$ cat src/design/bdq_pkg.sv
package bdq_pkg;

  localparam int DEPTH_DEF = 32;
  localparam int WORD_W    = 32;

  localparam logic [2:0] CMD_PUSH_FRONT = 3'd0;
  localparam logic [2:0] CMD_POP_FRONT  = 3'd1;
  localparam logic [2:0] CMD_PUSH_BACK  = 3'd2;
  localparam logic [2:0] CMD_POP_BACK   = 3'd3;
  localparam logic [2:0] CMD_LIST       = 3'd4;

  localparam logic [1:0] STAT_OK    = 2'd0;
  localparam logic [1:0] STAT_EMPTY = 2'd1;
  localparam logic [1:0] STAT_FULL  = 2'd2;

  typedef struct packed {
    logic [2:0]               cmd;
    logic signed [WORD_W-1:0] value;
  } bdq_in_t;

  typedef struct packed {
    logic signed [WORD_W-1:0] value_res;
    logic [1:0]               status;
    logic                     last;
  } bdq_out_t;

  typedef enum logic [1:0] {
    S_IDLE,
    S_EXEC,
    S_POP,
    S_LIST
  } bdq_state_t;

  // Commands from the controller to the datapath
  typedef struct packed {
    logic       take_in;
    logic       push_front;
    logic       push_back;
    logic       pop_front;
    logic       pop_back;
    logic       list_start;
    logic       list_next;
    logic       out_ld;
    logic       out_rdata;
    logic [1:0] out_status;
    logic       out_last;
  } bdq_ctl_t;

  // Status from the datapath to the controller
  typedef struct packed {
    logic [2:0] cmd;
    logic       full;
    logic       empty;
    logic       list_last;
    logic       out_free;
  } bdq_sts_t;

endpackage

$ cat src/design/bdq_ctrl.sv
module bdq_ctrl (
  input  logic              clk,
  input  logic              rst_n,
  input  logic              in_valid,
  output logic              in_ready,
  input  bdq_pkg::bdq_sts_t sts,
  output bdq_pkg::bdq_ctl_t ctl
);

  bdq_pkg::bdq_state_t state_r, state_nxt;

  always_ff @(posedge clk) begin
    if (!rst_n) begin
      state_r <= bdq_pkg::S_IDLE;
    end else begin
      state_r <= state_nxt;
    end
  end

  always_comb begin
    state_nxt      = state_r;
    ctl            = '0;
    ctl.out_status = bdq_pkg::STAT_OK;
    ctl.out_last   = 1'b1;
    in_ready       = 1'b0;
    case (state_r)
      bdq_pkg::S_IDLE: begin
        in_ready = 1'b1;
        if (in_valid) begin
          ctl.take_in = 1'b1;
          state_nxt   = bdq_pkg::S_EXEC;
        end
      end
      bdq_pkg::S_EXEC: begin
        case (sts.cmd)
          bdq_pkg::CMD_PUSH_FRONT, bdq_pkg::CMD_PUSH_BACK: begin
            if (sts.out_free) begin
              ctl.out_ld = 1'b1;
              if (sts.full) begin
                ctl.out_status = bdq_pkg::STAT_FULL;
              end else if (sts.cmd == bdq_pkg::CMD_PUSH_FRONT) begin
                ctl.push_front = 1'b1;
              end else begin
                ctl.push_back = 1'b1;
              end
              state_nxt = bdq_pkg::S_IDLE;
            end
          end
          bdq_pkg::CMD_POP_FRONT, bdq_pkg::CMD_POP_BACK, bdq_pkg::CMD_LIST: begin
            if (sts.empty) begin
              if (sts.out_free) begin
                ctl.out_ld     = 1'b1;
                ctl.out_status = bdq_pkg::STAT_EMPTY;
                state_nxt      = bdq_pkg::S_IDLE;
              end
            end else if (sts.cmd == bdq_pkg::CMD_POP_FRONT) begin
              ctl.pop_front = 1'b1;
              state_nxt     = bdq_pkg::S_POP;
            end else if (sts.cmd == bdq_pkg::CMD_POP_BACK) begin
              ctl.pop_back = 1'b1;
              state_nxt    = bdq_pkg::S_POP;
            end else begin
              ctl.list_start = 1'b1;
              state_nxt      = bdq_pkg::S_LIST;
            end
          end
          default: begin
            if (sts.out_free) begin
              ctl.out_ld = 1'b1;
              state_nxt  = bdq_pkg::S_IDLE;
            end
          end
        endcase
      end
      bdq_pkg::S_POP: begin
        if (sts.out_free) begin
          ctl.out_ld    = 1'b1;
          ctl.out_rdata = 1'b1;
          state_nxt     = bdq_pkg::S_IDLE;
        end
      end
      bdq_pkg::S_LIST: begin
        if (sts.out_free) begin
          ctl.out_ld    = 1'b1;
          ctl.out_rdata = 1'b1;
          ctl.out_last  = sts.list_last;
          if (sts.list_last) begin
            state_nxt = bdq_pkg::S_IDLE;
          end else begin
            // fetch the next entry while this one goes out
            ctl.list_next = 1'b1;
          end
        end
      end
      default: begin
        state_nxt = bdq_pkg::S_IDLE;
      end
    endcase
  end

endmodule

$ cat src/design/bdq_dp.sv
module bdq_dp #(
  parameter int DEPTH = bdq_pkg::DEPTH_DEF
) (
  input  logic              clk,
  input  logic              rst_n,
  input  bdq_pkg::bdq_in_t  in_data,
  output bdq_pkg::bdq_out_t out_data,
  output logic              out_valid,
  input  logic              out_ready,
  input  bdq_pkg::bdq_ctl_t ctl,
  output bdq_pkg::bdq_sts_t sts
);

  localparam int IDX_W = (DEPTH > 1) ? $clog2(DEPTH) : 1;
  localparam int CNT_W = $clog2(DEPTH + 1);
  localparam int SUM_W = CNT_W + 1;

  logic [bdq_pkg::WORD_W-1:0] mem [DEPTH];
  logic [bdq_pkg::WORD_W-1:0] rdata_r;

  logic [2:0]                 cmd_r;
  logic [bdq_pkg::WORD_W-1:0] val_r;
  logic [IDX_W-1:0]           head_r, head_nxt;
  logic [CNT_W-1:0]           cnt_r, cnt_nxt;
  logic [CNT_W-1:0]           idx_r, idx_nxt;
  logic                       out_valid_r, out_valid_nxt;
  bdq_pkg::bdq_out_t          out_r;

  logic [IDX_W-1:0] head_inc, head_dec, addr;
  logic [CNT_W-1:0] off;
  logic [SUM_W-1:0] sum;
  logic             mem_we, mem_re;

  assign head_inc = (head_r == IDX_W'(DEPTH - 1)) ? '0 : head_r + 1'b1;
  assign head_dec = (head_r == '0) ? IDX_W'(DEPTH - 1) : head_r - 1'b1;

  // slot = (head + offset) mod DEPTH, offset below DEPTH
  always_comb begin
    off = '0;
    if (ctl.push_back) begin
      off = cnt_r;
    end else if (ctl.pop_back) begin
      off = cnt_r - 1'b1;
    end else if (ctl.list_next) begin
      off = idx_r + 1'b1;
    end
    sum = SUM_W'(head_r) + SUM_W'(off);
    if (sum >= SUM_W'(DEPTH)) begin
      sum = sum - SUM_W'(DEPTH);
    end
    addr = ctl.push_front ? head_dec : sum[IDX_W-1:0];
  end

  assign mem_we = ctl.push_front | ctl.push_back;
  assign mem_re = ctl.pop_front | ctl.pop_back | ctl.list_start | ctl.list_next;

  always_ff @(posedge clk) begin
    if (mem_we) begin
      mem[addr] <= val_r;
    end
    if (mem_re) begin
      rdata_r <= mem[addr];
    end
  end

  always_comb begin
    head_nxt = head_r;
    cnt_nxt  = cnt_r;
    idx_nxt  = idx_r;
    if (ctl.push_front) begin
      head_nxt = head_dec;
      cnt_nxt  = cnt_r + 1'b1;
    end
    if (ctl.push_back) begin
      cnt_nxt = cnt_r + 1'b1;
    end
    if (ctl.pop_front) begin
      head_nxt = head_inc;
      cnt_nxt  = cnt_r - 1'b1;
    end
    if (ctl.pop_back) begin
      cnt_nxt = cnt_r - 1'b1;
    end
    if (ctl.list_start) begin
      idx_nxt = '0;
    end
    if (ctl.list_next) begin
      idx_nxt = idx_r + 1'b1;
    end
  end

  always_ff @(posedge clk) begin
    if (!rst_n) begin
      head_r <= '0;
      cnt_r  <= '0;
      idx_r  <= '0;
    end else begin
      head_r <= head_nxt;
      cnt_r  <= cnt_nxt;
      idx_r  <= idx_nxt;
    end
  end

  always_ff @(posedge clk) begin
    if (ctl.take_in) begin
      cmd_r <= in_data.cmd;
      val_r <= in_data.value;
    end
  end

  // output register: hold until taken
  assign out_valid_nxt = ctl.out_ld | (out_valid_r & ~out_ready);

  always_ff @(posedge clk) begin
    if (!rst_n) begin
      out_valid_r <= 1'b0;
    end else begin
      out_valid_r <= out_valid_nxt;
    end
  end

  always_ff @(posedge clk) begin
    if (ctl.out_ld) begin
      out_r.value_res <= ctl.out_rdata ? rdata_r : '0;
      out_r.status    <= ctl.out_status;
      out_r.last      <= ctl.out_last;
    end
  end

  assign out_valid = out_valid_r;
  assign out_data  = out_r;

  assign sts.cmd       = cmd_r;
  assign sts.full      = (cnt_r == CNT_W'(DEPTH));
  assign sts.empty     = (cnt_r == '0);
  assign sts.list_last = ((idx_r + 1'b1) == cnt_r);
  assign sts.out_free  = ~out_valid_r | out_ready;

endmodule

$ cat src/design/bounded_deque_core.sv
// Channel  Ports                          Payload
// -------  -----------------------------  ----------------------------
// in       in_valid / in_ready / in_data   cmd, value (bdq_in_t)
// out      out_valid / out_ready / out_data value_res, status, last
//
// One item at a time. Push and empty/full results load in the execute
// state; a pop first passes a state for the registered read of the entry
// memory. A list reads the entries in order through the single read port,
// each read overlapping the output of the entry before. The result register
// lets the next item be accepted while the last result waits; a stalled
// result channel holds the controller in its loading state. Reset (rst_n
// low, synchronous) empties the deque at once; entry memory is not cleared.
module bounded_deque_core #(
  parameter int DEPTH = bdq_pkg::DEPTH_DEF
) (
  input  logic              clk,
  input  logic              rst_n,
  input  logic              in_valid,
  output logic              in_ready,
  input  bdq_pkg::bdq_in_t  in_data,
  output logic              out_valid,
  input  logic              out_ready,
  output bdq_pkg::bdq_out_t out_data
);

  bdq_pkg::bdq_ctl_t ctl;
  bdq_pkg::bdq_sts_t sts;

  bdq_ctrl u_ctrl (
    .clk      (clk),
    .rst_n    (rst_n),
    .in_valid (in_valid),
    .in_ready (in_ready),
    .sts      (sts),
    .ctl      (ctl)
  );

  bdq_dp #(
    .DEPTH (DEPTH)
  ) u_dp (
    .clk       (clk),
    .rst_n     (rst_n),
    .in_data   (in_data),
    .out_data  (out_data),
    .out_valid (out_valid),
    .out_ready (out_ready),
    .ctl       (ctl),
    .sts       (sts)
  );

endmodule
$ cat config.mk
export PLATFORM = sky130hd
export DESIGN_NAME = bounded_deque_core
export DESIGN_NICKNAME = d
export VERILOG_FILES = /design/src/design/bdq_pkg.sv /design/src/design/bdq_ctrl.sv /design/src/design/bdq_dp.sv /design/src/design/bounded_deque_core.sv
export SDC_FILE = /design/constraint.sdc
export NUM_CORES = 1
export LEC_CHECK = 0
export BUFFER_PORTS_ARGS = -buffer_cell sky130_fd_sc_hd__buf_2
export CAP_MARGIN = 10
export CORE_MARGIN = 2
export CORE_UTILIZATION = 41
export DETAILED_ROUTE_END_ITERATION = 12
export GPL_ROUTABILITY_DRIVEN = 0
export PLACE_DENSITY = 0.6
export SLEW_MARGIN = 20
export SYNTH_ARGS = -nofsm -noshare
export SYNTH_HDL_FRONTEND = slang
export SYNTH_SLANG_ARGS = --single-unit
$ cat constraint.sdc
create_clock -name clk -period 7.8 [get_ports clk]
set_clock_uncertainty 0.15 [all_clocks]
set_input_delay 1.56 -clock clk [delete_from_list [all_inputs] [get_ports clk]]
set_output_delay 1.56 -clock clk [all_outputs]
set_load 0.1 [all_outputs]
==> impl_metrics.yaml <==
clock_network:
  postCtsSetupBuffers: 0
  cts_root_buf: "clkbuf_16"
  cts_made_buffers: 112
  cts_tree: "built"
  cts_buffer_depth: 3
  clock_latency_ns: 0.69
  clkTransAtPathRegs_ns: 0.06
  hold_buffers: 0
  cts_sinks: 1146
  h-tree-depth: 3
  ctsResizeCount: 0
run:
  maxCapViolations: 0
critical_path:
  worstPathArrival_ns: 6.52
  cp-start-kind: "flop"
  cp_slowest_stage_delay_ns: 0.86
  path_class: "flop to flop"
  cp_cell_sequence: "buf_4 -> or3b_1 -> a2111oi_4 -> a21oi_1 -> o22ai_1 -> ha_1 -> inv_1 -> fa_1 -> xnor2_1 -> mux2_8 -> nand3_1 -> nor3_2 -> buf_4"
  crit_family: "simple AND/OR/NAND/NOR gates"
  required_ns: 7.95
  endpoint_kind: "flop"
  slowest_stage: "a2111oi_4"
  crit_top_cell: "buf_4"
  critPathMaxFanout: 79
  worst-path-buf-inv: 3
synth:
  ys_seq_area_share_pct: 77.4
  synth_top_area_share_pct: 76.5
  synth_top_area_cell: "edfxtp_1"
  synthArstFlopShare_pct: 0
  syn_inst: 2620
  synth.distinct_cells: 66
  yosys_warnings: 0
  synth_area_per_cell_sq_um: 16.9
  synth_fp_nets: 2671
  syn_area_sq_mm: 0.0442
  synth_edf_count: 1126
  ys_ff_latch: 1146
  synth_area_leaders: "edfxtp_1, a221oi_1, mux2i_1"
  synth_top_flop_cell: "edfxtp_1"
sta:
  fin_crit_ns: 6.37
  hold_viol: 0
  period_share_pct: 81.7
  worst_pin_slew_ns: 1.18
  rsz0062_at_grt: "no"
  fmax_ghz: 0.157
  relSlewSlack_pct: 21.4
  setup_viol: 0
  slew_viol_final: 0
  tns_ns: 0
grt:
  grt_pass1_vias: 25600
  grt-ovfl-total: 0
  grt_util_all_layers_pct: 22.1
  grt_pass1_wl_mm: 180
  antenna_found_initial: 0
  grt_max_degree: 80
die:
  die_h_microns: 332
  ios: 76
  placementRows: 120
  core_sq_mm: 0.107
  dieArea_sq_mm: 0.110
  initial_core_util_pct: 41.3
  die_w_microns: 332
drt:
  routed_via_density: 6.14
  vias: 26100
  drtAntennaViolNets: 0
  first_iter_violations: 3528
  post_drt_wl_per_cell_microns: 29.2
  totalWireLength_mm: 124
  drc_errors: 0
  drt_pre_antenna_iters: 6
final_layout:
  layout_common_cells: "edfxtp_1, a221oi_1, o21ai_0, mux2i_1, clkbuf_16"
  insertedDiodeCount: 0
  fill_cells: 8860
  final_common_cell: "edfxtp_1"
  syn_to_final_growth_pct: 15.0
  nets: 2810
  fin_cells: 4252
  final_layout_size_suffix_gt1_share_pct: 14.9
power:
  power.internal_mw: 10.3
  power.switching_mw: 3.05
  p_per_area_mw_per_mm2: 262
  ir_worst_vdd_v: 0.000198
  combinationalPowerShare_pct: 7.4
  swShare_pct: 22.9
  p_clk_share_pct: 40.4
  seqPwrFrac_pct: 52.2
  p_leak_nw: 17.3
place:
  post-place-cells: 4032
  hpwlAfterDp_mm: 70.0
  io_buffers: 75
outcome:
  status: "finished clean"
worst_hold_path:
  hold_path.class: "flop to flop"
[Yosys cell counts (all sizes together) (3+ instances only)]
cell type / number
nor3: 16
a21o: 9
a21oi: 31
clkbuf: 87
nand3: 49
dfxtp: 20
and2: 5
mux2i: 215
or3: 5
a311oi: 16
nand2b: 4
o22ai: 4
edfxtp: 1126
ha: 11
a221oi: 256
nor2b: 3
o21ai: 238
o31ai: 7
nand2: 107
inv: 12
and3: 48
a22oi: 3
nor4: 13
a31oi: 24
buf: 100
mux2: 3
nor2: 52
a32oi: 24
xnor2: 18
nand4: 83
xor2: 4
[flip-flops by register name, indices dropped and copies added (netlist names)]
| name | flops |
|---|---|
| u_dp.mem | 1024 |
| u_dp.cnt_r | 6 |
| u_dp.val_r | 32 |
| u_ctrl.state_r | 2 |
| u_dp.rdata_r | 32 |
| u_dp.out_valid | 1 |
| u_dp.out_data | 35 |
| u_dp.cmd_r | 3 |
| u_dp.head_r | 5 |
| u_dp.idx_r | 6 |
[worst register-to-register path: cells and delay by family (launching register included)]
family | cells | cell delay, ns
AO/OA/AOI/OAI | 3 | 1.25
XOR/XNOR | 1 | 0.40
adder cells (fa/ha/maj) | 2 | 0.64
buffers and inverters | 3 | 1.02
flip-flops | 1 | 0.45
multiplexers | 1 | 0.74
AND/OR/NAND/NOR | 3 | 1.31
[per-stage QoR]
stage / util, % / worst slack, ns / hold WS (ns) / area [sq um] / power (mW)
after detailed placement: 43.8 / 0.943 / 0.386 / 46900 / 8.04
after global placement: 43.8 / 1.14 / 0.373 / 46900 / 8.02
after CTS: 47.2 / 1.50 / 0.398 / 50600 / 13.4
final: 47.5 / 1.43 / 0.401 / 50800 / 13.3
after global routing: 47.5 / 1.08 / 0.409 / 50800 / 13.7
after floorplan: - / -0.452 / 0.343 / 44200 / 7.66
[routing by layer]
metal  up-vias  GRT usage, %  wire length, microns
met2      1319          34.5                 57400
met5         -             0                     0
li1      11100             -                     -
met1     13500          31.8                 52600
met3       182          4.03                 10900
met4         0          6.21                  3150
[logic make-up after synthesis]
group | Yosys count | synth area share [%]
compound gates | 628 | 10.1
xor+xnor | 22 | 0.436
fa+ha+maj | 12 | 0.357
buf+inv | 201 | 2.23
flops | 1146 | 77.4
mux | 218 | 4.95
simple gates | 393 | 4.53
[power groups by stage]
stage          registers (mW)  logic, mW  clock network (mW)
6_report                 6.95      0.984                5.38
5_1_grt                  6.96       1.05                5.69
4_1_cts                  6.99      0.926                5.45
3_5_place_dp             7.12      0.923                   0
3_3_place_gp             7.11      0.910                   0
2_1_floorplan            7.16      0.496                   0
[cell type report]
type	instances	area (sq um)	share of cell area, %
timing repair buffer	212	1820	3.58
multi-input combinational	1273	9360	18.4
inverter	14	52.6	0.103
sequential	1146	34200	67.3
clock buffer	138	2900	5.71
tap	1403	1760	3.45
clock inverter	66	717	1.41
[worst paths after layout]
path / slack, ns / cells after the start / end / from
setup / recovery: 1.43 / 13 / u_dp.mem[15][11]$_DFFE_PP_ / u_ctrl.state_r[1]$_SDFFE_PN0P_
hold / removal: 0.40 / 2 / u_dp.idx_r[2]$_SDFFE_PN0P_ / u_dp.idx_r[2]$_SDFFE_PN0P_
setup reg to reg: 1.43 / 13 / u_dp.mem[15][11]$_DFFE_PP_ / u_ctrl.state_r[1]$_SDFFE_PN0P_
hold reg to reg: 0.40 / 2 / u_dp.idx_r[2]$_SDFFE_PN0P_ / u_dp.idx_r[2]$_SDFFE_PN0P_
(Power assumes the default switching activity.)
